**src/hdl/phq_pkg.sv**
```systemverilog
`timescale 1ns / 1ps
// ----------------------------------------------------------------------------
// phq_pkg
// Shared types and constants of the piezo hit qualifier: beat formats,
// configuration register map and reset values.
// ----------------------------------------------------------------------------
package phq_pkg;

    localparam int PHQ_DRUMS       = 2;
    localparam int PHQ_DRUM_W      = 1;
    localparam int PHQ_SAMPLE_W    = 12;
    localparam int PHQ_TIME_W      = 32;
    localparam int PHQ_THR_W       = 11;
    localparam int PHQ_COOL_W      = 16;
    localparam int PHQ_RUN_W       = 4;
    localparam int PHQ_SPA_DEFAULT = 3;
    localparam int PHQ_SPA_MAX     = 8;
    localparam int PHQ_SUM_MAX_W   = PHQ_SAMPLE_W + $clog2(PHQ_SPA_MAX);
    localparam int PHQ_QUEUE_DEPTH = 4;

    localparam logic [PHQ_RUN_W-1:0] PHQ_RUN_MAX = 4'd15;

    localparam int PHQ_CFG_IDX_W  = 2;
    localparam int PHQ_CFG_DATA_W = 16;

    localparam logic [PHQ_CFG_IDX_W-1:0] PHQ_REG_THR0     = 2'd0;
    localparam logic [PHQ_CFG_IDX_W-1:0] PHQ_REG_THR1     = 2'd1;
    localparam logic [PHQ_CFG_IDX_W-1:0] PHQ_REG_COOLDOWN = 2'd2;
    localparam logic [PHQ_CFG_IDX_W-1:0] PHQ_REG_MIN_CONS = 2'd3;

    localparam logic [PHQ_THR_W-1:0]  PHQ_THR0_RESET     = 11'd50;
    localparam logic [PHQ_THR_W-1:0]  PHQ_THR1_RESET     = 11'd0;
    localparam logic [PHQ_COOL_W-1:0] PHQ_COOLDOWN_RESET = 16'd100;
    localparam logic [PHQ_RUN_W-1:0]  PHQ_MIN_CONS_RESET = 4'd2;

    typedef struct packed {
        logic [PHQ_DRUM_W-1:0]   drum;
        logic [PHQ_SAMPLE_W-1:0] sample;
        logic [PHQ_TIME_W-1:0]   now_ms;
    } t_in_beat;

    typedef struct packed {
        logic                    average_valid;
        logic                    hit;
        logic [PHQ_DRUM_W-1:0]   hit_drum;
        logic [PHQ_SAMPLE_W-1:0] average;
    } t_out_beat;

    typedef struct packed {
        logic [PHQ_THR_W-1:0]  threshold_drum0;
        logic [PHQ_THR_W-1:0]  threshold_drum1;
        logic [PHQ_COOL_W-1:0] cooldown_ms;
        logic [PHQ_RUN_W-1:0]  min_consecutive;
    } t_cfg;

    typedef struct packed {
        logic [PHQ_DRUM_W-1:0]    drum;
        logic                     group_done;
        logic [PHQ_SUM_MAX_W-1:0] sum;
        logic [PHQ_TIME_W-1:0]    now_ms;
    } t_work;

endpackage

```
**src/hdl/phq_front.sv**
```systemverilog
`timescale 1ns / 1ps
// ----------------------------------------------------------------------------
// phq_front
// Accepts sample beats, keeps the per-drum group sums and counts and hands
// each sample to the queue marked with whether it closed a group.
// ----------------------------------------------------------------------------
module phq_front #(
    parameter int SAMPLES_PER_AVERAGE = phq_pkg::PHQ_SPA_DEFAULT
) (
    input  logic             i_clk,
    input  logic             i_rst_n,
    input  logic             i_valid,
    input  phq_pkg::t_in_beat i_data,
    input  logic             i_full,
    output logic             o_stall,
    output logic             o_push,
    output phq_pkg::t_work   o_work
);

    localparam int SUM_W = phq_pkg::PHQ_SAMPLE_W + $clog2(SAMPLES_PER_AVERAGE);
    localparam int CNT_W = (SAMPLES_PER_AVERAGE > 1) ? $clog2(SAMPLES_PER_AVERAGE) : 1;
    localparam logic [CNT_W-1:0] CNT_LAST = CNT_W'(SAMPLES_PER_AVERAGE - 1);

    logic [SUM_W-1:0] r_sum [phq_pkg::PHQ_DRUMS];
    logic [CNT_W-1:0] r_cnt [phq_pkg::PHQ_DRUMS];

    logic             accept;
    logic             done;
    logic [SUM_W-1:0] n_sum;

    assign o_stall = i_full;
    assign accept  = i_valid && !i_full;
    assign done    = (r_cnt[i_data.drum] == CNT_LAST);
    assign n_sum   = r_sum[i_data.drum] + SUM_W'(i_data.sample);

    assign o_push            = accept;
    assign o_work.drum       = i_data.drum;
    assign o_work.group_done = done;
    assign o_work.sum        = phq_pkg::PHQ_SUM_MAX_W'(n_sum);
    assign o_work.now_ms     = i_data.now_ms;

    always_ff @(posedge i_clk) begin
        if (!i_rst_n) begin
            for (int i = 0; i < phq_pkg::PHQ_DRUMS; i++) begin
                r_sum[i] <= '0;
                r_cnt[i] <= '0;
            end
        end else if (accept) begin
            if (done) begin
                r_sum[i_data.drum] <= '0;
                r_cnt[i_data.drum] <= '0;
            end else begin
                r_sum[i_data.drum] <= n_sum;
                r_cnt[i_data.drum] <= CNT_W'(r_cnt[i_data.drum] + 1'b1);
            end
        end
    end

endmodule

```
**src/hdl/phq_queue.sv**
```systemverilog
`timescale 1ns / 1ps
// ----------------------------------------------------------------------------
// phq_queue
// Short first-in first-out queue of classified samples between the front
// and the back, so that either side may stall on its own.
// ----------------------------------------------------------------------------
module phq_queue (
    input  logic           i_clk,
    input  logic           i_rst_n,
    input  logic           i_push,
    input  phq_pkg::t_work i_work,
    input  logic           i_pop,
    output logic           o_full,
    output logic           o_empty,
    output phq_pkg::t_work o_head
);

    localparam int DEPTH = phq_pkg::PHQ_QUEUE_DEPTH;
    localparam int PTR_W = $clog2(DEPTH);
    localparam int CNT_W = $clog2(DEPTH + 1);

    phq_pkg::t_work   r_mem [DEPTH];
    logic [PTR_W-1:0] r_wr_ptr;
    logic [PTR_W-1:0] r_rd_ptr;
    logic [CNT_W-1:0] r_count;

    assign o_full  = (r_count == CNT_W'(DEPTH));
    assign o_empty = (r_count == '0);
    assign o_head  = r_mem[r_rd_ptr];

    always_ff @(posedge i_clk) begin
        if (i_push) begin
            r_mem[r_wr_ptr] <= i_work;
        end
    end

    always_ff @(posedge i_clk) begin
        if (!i_rst_n) begin
            r_wr_ptr <= '0;
            r_rd_ptr <= '0;
            r_count  <= '0;
        end else begin
            if (i_push) begin
                r_wr_ptr <= PTR_W'(r_wr_ptr + 1'b1);
            end
            if (i_pop) begin
                r_rd_ptr <= PTR_W'(r_rd_ptr + 1'b1);
            end
            if (i_push && !i_pop) begin
                r_count <= CNT_W'(r_count + 1'b1);
            end else if (!i_push && i_pop) begin
                r_count <= CNT_W'(r_count - 1'b1);
            end
        end
    end

    a_no_push_full: assert property (@(posedge i_clk) disable iff (!i_rst_n)
        o_full && !i_pop |-> !i_push)
        else $error("queue written while full");

    a_no_pop_empty: assert property (@(posedge i_clk) disable iff (!i_rst_n)
        o_empty |-> !i_pop)
        else $error("queue read while empty");

endmodule

```
**src/hdl/phq_back.sv**
```systemverilog
`timescale 1ns / 1ps
// ----------------------------------------------------------------------------
// phq_back
// Divides each completed group sum by a reciprocal multiply, then applies the
// threshold, consecutive-high count and cooldown per drum into the result
// register.
// ----------------------------------------------------------------------------
module phq_back #(
    parameter int SAMPLES_PER_AVERAGE = phq_pkg::PHQ_SPA_DEFAULT
) (
    input  logic               i_clk,
    input  logic               i_rst_n,
    input  phq_pkg::t_cfg      i_cfg,
    input  logic               i_empty,
    input  phq_pkg::t_work     i_head,
    output logic               o_pop,
    output logic               o_valid,
    input  logic               i_stall,
    output phq_pkg::t_out_beat o_data
);

    localparam int SUM_W  = phq_pkg::PHQ_SAMPLE_W + $clog2(SAMPLES_PER_AVERAGE);
    localparam int SHIFT  = SUM_W + 3;
    localparam int REC_W  = SHIFT + 1;
    localparam int PROD_W = SUM_W + REC_W;
    localparam logic [REC_W-1:0] RECIP =
        REC_W'(((1 << SHIFT) + SAMPLES_PER_AVERAGE - 1) / SAMPLES_PER_AVERAGE);

    // divide stage
    logic                              r_a_valid;
    logic [phq_pkg::PHQ_DRUM_W-1:0]    r_a_drum;
    logic                              r_a_done;
    logic [PROD_W-1:0]                 r_a_prod;
    logic [phq_pkg::PHQ_TIME_W-1:0]    r_a_now;

    // per-drum qualifier state
    logic [phq_pkg::PHQ_RUN_W-1:0]  r_run  [phq_pkg::PHQ_DRUMS];
    logic [phq_pkg::PHQ_TIME_W-1:0] r_last [phq_pkg::PHQ_DRUMS];

    // result register
    logic               r_b_valid;
    phq_pkg::t_out_beat r_b_data;

    logic                            a_move;
    logic [phq_pkg::PHQ_SAMPLE_W-1:0] avg;
    logic [phq_pkg::PHQ_THR_W-1:0]    thr;
    logic                            above;
    logic [phq_pkg::PHQ_RUN_W-1:0]   run_inc;
    logic [phq_pkg::PHQ_TIME_W-1:0]  elapsed;
    logic                            cool_ok;
    logic                            b_hit;
    logic [phq_pkg::PHQ_RUN_W-1:0]   n_run;

    assign a_move = r_a_valid && (!r_b_valid || !i_stall);
    assign o_pop  = !i_empty && (!r_a_valid || a_move);

    assign avg     = r_a_prod[SHIFT +: phq_pkg::PHQ_SAMPLE_W];
    assign thr     = (r_a_drum == '0) ? i_cfg.threshold_drum0 : i_cfg.threshold_drum1;
    assign above   = r_a_done && (avg > phq_pkg::PHQ_SAMPLE_W'(thr));
    assign run_inc = (r_run[r_a_drum] == phq_pkg::PHQ_RUN_MAX) ? phq_pkg::PHQ_RUN_MAX
                   : phq_pkg::PHQ_RUN_W'(r_run[r_a_drum] + 1'b1);
    assign elapsed = r_a_now - r_last[r_a_drum];
    assign cool_ok = (elapsed >= phq_pkg::PHQ_TIME_W'(i_cfg.cooldown_ms));
    assign b_hit   = above && (run_inc >= i_cfg.min_consecutive) && cool_ok;

    always_comb begin
        n_run = r_run[r_a_drum];
        if (r_a_done) begin
            n_run = (above && !b_hit) ? run_inc : '0;
        end
    end

    always_ff @(posedge i_clk) begin
        if (o_pop) begin
            r_a_drum <= i_head.drum;
            r_a_done <= i_head.group_done;
            r_a_now  <= i_head.now_ms;
            r_a_prod <= i_head.group_done
                      ? PROD_W'(SUM_W'(i_head.sum)) * PROD_W'(RECIP)
                      : '0;
        end
        if (a_move) begin
            r_b_data.average_valid <= r_a_done;
            r_b_data.hit           <= b_hit;
            r_b_data.hit_drum      <= r_a_drum;
            r_b_data.average       <= avg;
        end
    end

    always_ff @(posedge i_clk) begin
        if (!i_rst_n) begin
            r_a_valid <= 1'b0;
            r_b_valid <= 1'b0;
            for (int i = 0; i < phq_pkg::PHQ_DRUMS; i++) begin
                r_run[i]  <= '0;
                r_last[i] <= '0;
            end
        end else begin
            if (o_pop) begin
                r_a_valid <= 1'b1;
            end else if (a_move) begin
                r_a_valid <= 1'b0;
            end
            if (a_move) begin
                r_b_valid <= 1'b1;
            end else if (!i_stall) begin
                r_b_valid <= 1'b0;
            end
            if (a_move) begin
                r_run[r_a_drum] <= n_run;
                if (b_hit) begin
                    r_last[r_a_drum] <= r_a_now;
                end
            end
        end
    end

    assign o_valid = r_b_valid;
    assign o_data  = r_b_data;

    a_hit_needs_group: assert property (@(posedge i_clk) disable iff (!i_rst_n)
        r_b_valid && r_b_data.hit |-> r_b_data.average_valid)
        else $error("hit without a completed group");

    a_partial_zero: assert property (@(posedge i_clk) disable iff (!i_rst_n)
        r_b_valid && !r_b_data.average_valid |-> r_b_data.average == '0)
        else $error("average nonzero on a partial group");

    a_hit_clears_run: assert property (@(posedge i_clk) disable iff (!i_rst_n)
        a_move && b_hit |=> r_run[r_b_data.hit_drum] == '0)
        else $error("high count not cleared after a hit");

endmodule

```
**src/hdl/piezo_hit_qualifier_unit.sv**
```systemverilog
`timescale 1ns / 1ps
// ----------------------------------------------------------------------------
// piezo_hit_qualifier_unit
// Per-drum piezo hit detector: group averaging, threshold run count and
// wrap-safe cooldown between reported hits.
// ----------------------------------------------------------------------------
// Takes one sample beat per clock while o_in_stall is low and returns
// exactly one result beat per sample, in order. A sample is classified in
// the cycle it is accepted and passes through a four-entry queue, a
// multiply stage and the result register; sustained throughput is one
// beat per cycle, limited only by output stalls once the queue fills.
// Configuration writes take effect on the next edge and should be made
// while no sample is in flight.
module piezo_hit_qualifier_unit #(
    parameter int SAMPLES_PER_AVERAGE = phq_pkg::PHQ_SPA_DEFAULT
) (
    input  logic                                 i_clk,
    input  logic                                 i_rst_n,
    input  logic                                 i_in_valid,
    output logic                                 o_in_stall,
    input  phq_pkg::t_in_beat                    i_in_data,
    output logic                                 o_out_valid,
    input  logic                                 i_out_stall,
    output phq_pkg::t_out_beat                   o_out_data,
    input  logic                                 i_cfg_we,
    input  logic [phq_pkg::PHQ_CFG_IDX_W-1:0]    i_cfg_index,
    input  logic [phq_pkg::PHQ_CFG_DATA_W-1:0]   i_cfg_data
);

    phq_pkg::t_cfg  r_cfg;
    phq_pkg::t_work push_work;
    phq_pkg::t_work head_work;
    logic           push;
    logic           pop;
    logic           full;
    logic           empty;

    always_ff @(posedge i_clk) begin
        if (!i_rst_n) begin
            r_cfg.threshold_drum0 <= phq_pkg::PHQ_THR0_RESET;
            r_cfg.threshold_drum1 <= phq_pkg::PHQ_THR1_RESET;
            r_cfg.cooldown_ms     <= phq_pkg::PHQ_COOLDOWN_RESET;
            r_cfg.min_consecutive <= phq_pkg::PHQ_MIN_CONS_RESET;
        end else if (i_cfg_we) begin
            unique case (i_cfg_index)
                phq_pkg::PHQ_REG_THR0: begin
                    r_cfg.threshold_drum0 <= i_cfg_data[phq_pkg::PHQ_THR_W-1:0];
                end
                phq_pkg::PHQ_REG_THR1: begin
                    r_cfg.threshold_drum1 <= i_cfg_data[phq_pkg::PHQ_THR_W-1:0];
                end
                phq_pkg::PHQ_REG_COOLDOWN: begin
                    r_cfg.cooldown_ms <= i_cfg_data[phq_pkg::PHQ_COOL_W-1:0];
                end
                phq_pkg::PHQ_REG_MIN_CONS: begin
                    r_cfg.min_consecutive <= i_cfg_data[phq_pkg::PHQ_RUN_W-1:0];
                end
                default: begin
                end
            endcase
        end
    end

    phq_front #(
        .SAMPLES_PER_AVERAGE (SAMPLES_PER_AVERAGE)
    ) u_front (
        .i_clk   (i_clk),
        .i_rst_n (i_rst_n),
        .i_valid (i_in_valid),
        .i_data  (i_in_data),
        .i_full  (full),
        .o_stall (o_in_stall),
        .o_push  (push),
        .o_work  (push_work)
    );

    phq_queue u_queue (
        .i_clk   (i_clk),
        .i_rst_n (i_rst_n),
        .i_push  (push),
        .i_work  (push_work),
        .i_pop   (pop),
        .o_full  (full),
        .o_empty (empty),
        .o_head  (head_work)
    );

    phq_back #(
        .SAMPLES_PER_AVERAGE (SAMPLES_PER_AVERAGE)
    ) u_back (
        .i_clk   (i_clk),
        .i_rst_n (i_rst_n),
        .i_cfg   (r_cfg),
        .i_empty (empty),
        .i_head  (head_work),
        .o_pop   (pop),
        .o_valid (o_out_valid),
        .i_stall (i_out_stall),
        .o_data  (o_out_data)
    );

endmodule
```
**config.mk**
```make
export PLATFORM = sky130hd
export DESIGN_NAME = piezo_hit_qualifier_unit
export DESIGN_NICKNAME = d
export VERILOG_FILES = /design/src/hdl/phq_pkg.sv /design/src/hdl/phq_front.sv /design/src/hdl/phq_queue.sv /design/src/hdl/phq_back.sv /design/src/hdl/piezo_hit_qualifier_unit.sv
export SDC_FILE = /design/constraint.sdc
export NUM_CORES = 1
export LEC_CHECK = 0
export ABC_AREA = 1
export BUFFER_PORTS_ARGS = -buffer_cell sky130_fd_sc_hd__clkbuf_2
export CORE_MARGIN = 2
export CORE_UTILIZATION = 63
export CTS_CLUSTER_DIAMETER = 80
export DETAILED_ROUTE_END_ITERATION = 10
export PLACE_DENSITY = 0.78
export SYNTH_ARGS = -nofsm -noshare
export SYNTH_HDL_FRONTEND = slang
export SYNTH_SLANG_ARGS = --single-unit
```
**constraint.sdc**
```tcl
create_clock -name i_clk -period 7.2 [get_ports i_clk]
set_input_delay 1.44 -clock i_clk [delete_from_list [all_inputs] [get_ports i_clk]]
set_output_delay 1.44 -clock i_clk [all_outputs]
set_load 0.03 [all_outputs]
```
# Word-level counts from Yosys, hierarchy flattened
# Memories as Yosys holds them, arrays and structs flattened. A register that Yosys moved wholly into a read port is not among the register bits.
# Index checks and enable logic that the tools add are counted.
[word_totals]
reg_bits = 129
ramBits = 296
in_bits = 68
output_inout_bits = 17
wordCells = 120
memories = 5
[mem_list]
columns = ["name", "depth", "width", "read_ports", "rd_clocked_by_memory_dff", "write_ports", "line", "rtl"]
rows = [
  ["u_queue.r_mem", 4, 48, 1, 1, 1, "phq_queue.sv:22", "phq_pkg::t_work r_mem [DEPTH];"],
  ["u_back.r_last", 2, 32, 1, 1, 2, "phq_back.sv:38", "logic [phq_pkg::PHQ_TIME_W-1:0] r_last [phq_pkg::PHQ_DRUMS];"],
  ["u_front.r_sum", 2, 14, 1, 0, 2, "phq_front.sv:24", "logic [SUM_W-1:0] r_sum [phq_pkg::PHQ_DRUMS];"],
  ["u_back.r_run", 2, 4, 1, 1, 2, "phq_back.sv:37", "logic [phq_pkg::PHQ_RUN_W-1:0] r_run [phq_pkg::PHQ_DRUMS];"],
  ["u_front.r_cnt", 2, 2, 1, 0, 2, "phq_front.sv:25", "logic [CNT_W-1:0] r_cnt [phq_pkg::PHQ_DRUMS];"],
]
[op_classes]
addsub = 8
multipliers = 1
n_lt_le_gt_ge = 3
eq_ne = 7
n_mux = 46
n_bitwise = 2
n_reduce_logical = 31
[ops]
columns = ["op", "count"]
rows = [
  [">= comparator 32 x 16 -> 1 bit", 1],
  ["two-way mux 1 bit", 32],
  ["two-way mux 32 bit", 1],
  ["OR reduction 32 bit", 1],
  ["subtractor 32 bit", 1],
  ["multiplier 14 x 16 -> 29 bit, second input constant", 1],
  ["two-way mux 14 bit", 2],
  ["two-way mux 4 bit", 4],
  ["adder 14 x 12 -> 14 bit", 1],
  ["OR reduction 14 bit", 1],
  ["greater-than comparator 12 x 11 -> 1 bit", 1],
  ["two-way mux 11 bit", 1],
  ["logical AND 1 bit", 9],
  ["logical NOT 1 bit", 8],
  ["two-way mux 2 bit", 4],
  ["AND reduction 2 bit", 4],
  ["adder 2 x 1 -> 2 bit, second input constant", 3],
  ["== test 2 bit, second input constant", 3],
  ["two-way mux 3 bit", 2],
  ["adder 4 x 1 -> 4 bit, second input constant", 1],
  ["== test 4 bit, second input constant", 1],
  [">= comparator 4 bit", 1],
  ["nonzero test 2 bit", 2],
  ["OR reduction 4 bit", 1],
  ["10 further kinds", 12],
]

# Depth between registers and ports, before layout
# Gate-level depths: netlist of run 1.
[logic_depth]
depth_word = 11
ltp_mapped = 31
depth_no_buf = 27

# Modules after synthesis
# From an unflattened synthesis of run 1, not the netlist that was laid out.
[unflattened]
hier_cells = 2539
area_unflattened_um2 = 23950.5
[by_module_without_submodules]
columns = ["mod", "n_inst", "cells_each", "area_per_inst_um2", "seq_area_each_um2"]
rows = [
  ["phq_back", 1, 1425, 11999.0, 4053.9],
  ["phq_queue", 1, 532, 7702.4, 6065.8],
  ["phq_front", 1, 321, 2499.9, 960.9],
  ["piezo_hit_qualifier_unit", 1, 261, 1749.2, 840.8],
]

# Worst setup path before layout of run 1
# No wires, ideal clock.
[synth_timing]
path_kind = "flip-flop to flip-flop"
from = "reg (tool-made name)"
to = "reg u_back.r_a_prod[26] (data pin)"
setup_ns = 0.255
arrival_ns = 5.872
t_required_ns = 6.945
slack_ns = 1.073
stages_incl_launch_ff = 24
path_buffers = 4
synth_period_minus_slack_ns = 6.127
path_cell_list = "dfxtp_1 > clkbuf_1 > inv_1 > clkbuf_1 > clkbuf_1 > clkbuf_1 > nor2_1 > o22ai_1 > ha_1 > fa_1 > fa_1 > inv_1 > fa_1 > inv_1 > fa_1 > ha_1 > ha_1 > a21oi_1 > o21ai_0 > o21bai_1 > a221oi_1 > nand3_1 > nand2_1 > nor2_1"
[synth_rtl]
columns = ["item", "line", "rtl"]
rows = [
  ["end signal: assignment", "phq_back.sv:78", "r_a_prod <= i_head.group_done"],
  ["end: declaration", "phq_back.sv:33", "logic [PROD_W-1:0] r_a_prod;"],
]

==> results of run 1 <==
==> metrics by stage <==
step	cells	setup WS [ns]	instance area (sq um)	hold WS, ns	utilization
finish	2953	0.786	25200	0.463	0.705
CTS	2951	0.763	25200	0.468	0.705
detailed placement	2875	0.821	23900	0.458	0.668
global route	2952	0.303	25200	0.490	0.705
floorplan	2374	1.07	23000	0.426	-
global placement	2875	0.863	23900	0.441	0.668
==> area by class of cell <==
| type | count | area share |
|---|---|---|
| Sequential cell | 411 | 0.468 |
| Multi-Input combinational cell | 1548 | 0.381 |
| Inverter | 351 | 0.0523 |
| Clock buffer | 57 | 0.0456 |
| Tap cell | 461 | 0.0229 |
| Timing Repair Buffer | 104 | 0.0226 |
| Clock inverter | 19 | 0.00670 |
| Antenna cell | 2 | 0.000199 |
==> layer usage <==
layer / part of all wire / vias up / global-route usage
li1: - / 8093 / -
met1: 0.44 / 7828 / 0.366
met2: 0.47 / 525 / 0.446
met3: 0.066 / 98 / 0.0435
met4: 0.029 / 2 / 0.0941
met5: 0.0013 / - / 0.0128
==> path summary, 6_finish.rpt <==
check	to	depth (start not counted)
min	r_cfg[16]$_SDFFE_PN0P_	2
max	u_back.r_a_prod[28]$_SDFFCE_PN0P_	21
max reg2reg	u_back.r_a_prod[28]$_SDFFCE_PN0P_	21
min reg2reg	r_cfg[16]$_SDFFE_PN0P_	2
==> tightest hold or removal path, stage by stage, from the launching register on <==
cell and delay (ns):
dfxtp_1 0.30, inv_1 0.06, a21oi_1 0.06
==> registers in the layout (all words and copies together), names as in the netlist, 3 cells and up, named ones only <==
register         count
u_queue.r_mem      192
u_front.r_cnt        4
u_back.r_run         8
u_back.o_data       15
u_back.r_a_prod     12
u_back.r_last       64
u_front.r_sum       28
u_queue.r_count      3
r_cfg               42
u_back.r_a_now      32
==> logic make-up after synthesis <==
logic type	after synthesis	synth area share
and+or+nand+nor	875	0.154
buffers and inverters	415	0.0704
DFF	411	0.513
AOI/OAI and AO/OA	365	0.0861
adders and majority gates	233	0.145
muxes	42	0.0183
xor gates and xnor gates	33	0.0126
==> synthesized netlist by cell type (2+ instances only) <==
cell / count / share of area
or2_2: 6 / 0.0016
o211ai_1: 5 / 0.0016
a221oi_1: 3 / 0.0011
a21oi_1: 109 / 0.024
o21a_1: 4 / 0.0013
nand2_2: 11 / 0.0030
edfxtp_1: 357 / 0.47
nand3_1: 47 / 0.010
nor2_2: 10 / 0.0027
nor3_2: 3 / 0.0013
o21bai_1: 4 / 0.0013
o221ai_1: 2 / 0.00076
inv_1: 343 / 0.056
nand2_1: 418 / 0.068
buf_6: 8 / 0.0039
nand3_2: 2 / 0.00087
fa_1: 56 / 0.049
a32oi_1: 2 / 0.00076
or2_1: 2 / 0.00054
xor2_1: 25 / 0.0095
o21ai_0: 175 / 0.038
buf_1: 3 / 0.00049
nor3_1: 17 / 0.0037
a21o_1: 5 / 0.0016
nor2_1: 333 / 0.054
clkbuf_1: 53 / 0.0087
ha_1: 177 / 0.096
inv_2: 5 / 0.00082
mux2i_1: 41 / 0.018
clkinv_1: 3 / 0.00049
and2_1: 2 / 0.00054
nand3b_1: 5 / 0.0016
a31oi_1: 7 / 0.0019
o22ai_1: 44 / 0.012
xnor2_1: 8 / 0.0030
dfxtp_1: 54 / 0.047
nand4_1: 15 / 0.0041
==> flow_metrics.tcl, run 1 <==
set metrics [dict create \
    syn_area_per_cell_sq_um 9.69 \
    run_status "finished, final reports clean" \
    timing.fmax_mhz 156 \
    clock_path_buffers 3 \
    cpMostUsedCell "fa_1" \
    r2r_slack_ns 0.79 \
    drc_errors 0 \
    clock_sinks 411 \
    tritoncts "yes" \
    min_from "r_cfg[16]$_SDFFE_PN0P_" \
    layout-drive-gt1-share 0.0843 \
    ys_ff_latch 411 \
    dp_hpwl_microns 36000 \
    rsz0062_at_grt "no" \
    ant_nets 0 \
    port_buffers 84 \
    die_x_microns 195 \
    seq_area_sq_um 11800 \
    grt_overflow 0 \
    async_reset_ff_frac 0 \
    synth_edf_count 357 \
    wl_per_cell_microns 17.0 \
    max_slew_margin 0.254 \
    min_period_ns 6.41 \
    hold_buffers 0 \
    via_count 16500 \
    antenna_found_initial 1 \
    gp_congestion 0.919 \
    die_area_sq_um 38000 \
    rows 69 \
    layout.nets 2760 \
    drt_first_pass_iters 7 \
    end_kind "flip-flop" \
    finalHoldViolations 0 \
    multi_input_area_sq_um 9610 \
    path_buf_inv 3 \
    worstMarginPinSlew_ns 1.12 \
    syn-cell-area_sq_um 23000 \
    maxCapViolations 0 \
    drt_wl_total_microns 50300 \
    cp-start-kind "flip-flop" \
    crit_family "adder cells" \
    drtIter0Drc 1291 \
    io_pins 85 \
    clk_latency_ns 0.60 \
    clk_pin_slew_ns 0.06 \
    fin_setup_tns_ns 0 \
    maxSlewViolCount 0 \
    start_util 0.643 \
    cts-resized-gates 0 \
    htree_levels 2 \
    clock_skew_ns 0.0514 \
    grt_pass1_wl_microns 81600 \
    root_buffer "clkbuf_16" \
    synth-main-ff-cell "edfxtp_1" \
    required_ns 7.51 \
    cp_data_arrival_time_ns 6.72 \
    grt_max_degree 99 \
    cts_made_buffers 43 \
    postSynthCellCount 2374 \
    path_class "flip-flop to flip-flop" \
    track_usage 0.270 \
    nFillCells 2659 \
    grt_pass1_vias 16400 \
    yosysSeqAreaShare 0.513 \
    synth_cell_type_count 47 \
    crit_path_top_delay_cell "buf_4" \
    layout_commonest_cell "nand2_1" \
    crit_path_max_fanout 98 \
    period_share 0.891 \
    synth_nets 2675 \
    setup_viol 0 \
    critPathMaxStageDelay_ns 0.68 \
    final_cell_mix "nand2_1, edfxtp_1, inv_1, nor2_1, ha_1" \
    avgViaCountPerCell 5.60 \
    syn_to_final_growth_pct 9.58 \
    hold_path.class "flip-flop to flip-flop" \
    dieHeight_microns 195 \
    path_cells "buf_4 > o21ai_0 > o22ai_1 > ha_1 > fa_1 > ha_1 > fa_1 > fa_1 > fa_1 > ha_1 > nand2_1 > inv_1 > nand3_1 > nor4_1 > nand4_1 > o211ai_1 > inv_1 > nor2_1 > nor2_1 > o21ai_0 > a21oi_1" \
    coreArea_sq_um 35700 \
    post_cts_buffers 0 \
    yosysWarnings 0 \
]
Power of run 1 is not shown: default switching activity piles up to over one toggle a cycle in this logic, so the estimate is an artifact.
==> run 2: changes to the inputs <==
- REMOVE_ABC_BUFFERS: default -> 1
==> run 2 against run 1 <==
Net effect: clock-buffer cell count shrank 9; wire length grew 2.2%; register-to-register slack gained 0.09 ns; non-clock buffer count grew 1; highest routed layer unchanged; cell area grew 0.65%; sequential cell count is the same; first-iteration DRC count grew 9.9%; sequential share of layout area shrank 0.30 points; critical path type unchanged; cell count grew 0.10%; clock skew shrank 0.027 ns.
==> flow_metrics.tcl, run 2 (synthesis gave the netlist of run 1 again) <==
set metrics [dict create \
    required_ns 7.51 \
    r2r_slack_ns 0.88 \
    end_kind "flip-flop" \
    port_buffers 84 \
    hold_path.class "flip-flop to flip-flop" \
    period_share 0.878 \
    stdcell_count 2956 \
    rows 69 \
    maxCapViolations 0 \
    tritoncts "yes" \
    drt_first_pass_iters 5 \
    coreArea_sq_um 35700 \
    start_util 0.643 \
    wl_per_cell_microns 17.4 \
    cpMostUsedCell "fa_1" \
    dieHeight_microns 195 \
    regMostFlops "u_queue.r_mem" \
    cts-resized-gates 0 \
    pre_cts_ws_ns 0.954 \
    setup_viol 0 \
    clk_latency_ns 0.57 \
    path_class "flip-flop to flip-flop" \
    drt_wl_total_microns 51400 \
    grt_pass1_wl_microns 82700 \
    max_slew_margin 0.136 \
    ant_nets 0 \
    grt_pass1_vias 16500 \
    cp-start-kind "flip-flop" \
    clock_sinks 411 \
    hold_buffers 0 \
    critPathMaxStageDelay_ns 0.67 \
    min_period_ns 6.32 \
    clock_path_buffers 3 \
    drtIter0Drc 1419 \
    final_area_sq_um 25400 \
    top_regs "u_queue.r_mem: 192 flops, u_back.r_last: 64 flops, r_cfg: 42 flops" \
    crit_path_top_delay_cell "fa_1" \
    track_usage 0.274 \
    via_count 16600 \
    antenna_found_initial 6 \
    rsz0062_at_grt "no" \
    dp_cells 2876 \
    grt_overflow 0 \
    grt_max_degree 69 \
    gp_congestion 0.925 \
    maxSlewViolCount 0 \
    dp_hpwl_microns 36500 \
    htree_levels 2 \
    finalHoldViolations 0 \
    nFillCells 2582 \
    crit_path_max_fanout 47 \
    run_status "finished, final reports clean" \
    die_x_microns 195 \
    placed_area_sq_um 23900 \
    avgViaCountPerCell 5.63 \
    multi_input_area_sq_um 9610 \
    layout.nets 2759 \
    cts_made_buffers 41 \
    die_area_sq_um 38000 \
    cp_data_arrival_time_ns 6.64 \
    largest_reg_flops 192 \
    syn_to_final_growth_pct 10.3 \
    fin_ws_ns 0.878 \
    worstMarginPinSlew_ns 1.29 \
    io_pins 85 \
    post_cts_buffers 0 \
    layout_commonest_cell "nand2_1" \
    root_buffer "clkbuf_16" \
    clock_skew_ns 0.0248 \
    timing.fmax_mhz 158 \
    layout-drive-gt1-share 0.0887 \
    final_cell_mix "nand2_1, edfxtp_1, inv_1, nor2_1, ha_1" \
    clk_pin_slew_ns 0.06 \
    seq_area_sq_um 11800 \
    drc_errors 0 \
    path_cells "inv_2 > o21ai_0 > o22ai_1 > ha_1 > fa_1 > fa_1 > inv_1 > fa_1 > inv_1 > fa_1 > ha_1 > ha_1 > nand2_1 > nor2_1 > nand2_1 > o211ai_1 > a21oi_1 > o21ai_0 > a21oi_1" \
    hold_slack_ns 0.465 \
]
-- run 2: cell count changes in the layout (fill, tap and decap cells not counted), sizes merged --
cell and change:
clkbuf -9, bufinv +7, clkinvlp +3, diode +2, inv -2, buf +1, clkinv +1
-- run 2: metal layers --
layer,part of all wire,vias up,track usage
met1,0.44,7917,0.376
li1,-,8092,-
met3,0.062,103,0.0461
met2,0.47,514,0.448
met4,0.025,4,0.0919
met5,0.00053,-,0
-- run 2: critical path, delay by kind of cell (launching register included) --
kind | cells | cell delay [ns]
AOI/OAI and AO/OA | 6 | 1.49
and+or+nand+nor | 3 | 0.33
adders and majority gates | 7 | 3.24
buffers and inverters | 3 | 0.66
DFF | 1 | 0.32
-- run 2: path summary, 6_finish.rpt --
| check | startpoint | to | depth (start not counted) |
|---|---|---|---|
| worst max register to register | flip-flop | u_back.r_a_prod[24]$_SDFFCE_PN0P_ | 19 |
| worst max-delay path | flip-flop | u_back.r_a_prod[24]$_SDFFCE_PN0P_ | 19 |
| worst min-delay path | r_cfg[36]$_SDFFE_PN1P_ | r_cfg[36]$_SDFFE_PN1P_ | 2 |
| worst min register to register | r_cfg[36]$_SDFFE_PN1P_ | r_cfg[36]$_SDFFE_PN1P_ | 2 |
-- run 2: final cells by class --
class / instances / share of cell area
clock inverters: 28 / 0.0137
diodes: 4 / 0.000395
well taps: 461 / 0.0227
flip-flops and latches: 411 / 0.465
multi-input cells: 1548 / 0.379
clock buffers: 48 / 0.0440
inverters: 351 / 0.0520
repair buffers: 105 / 0.0228
-- run 2: metrics by stage --
stage,util,TNS [ns]
5_1_grt,0.709,0
3_5_place_dp,0.668,0
6_report,0.710,0
2_1_floorplan,-,-8.96
3_3_place_gp,0.668,0
4_1_cts,0.709,0
Power of run 2 is left out for the same reason.
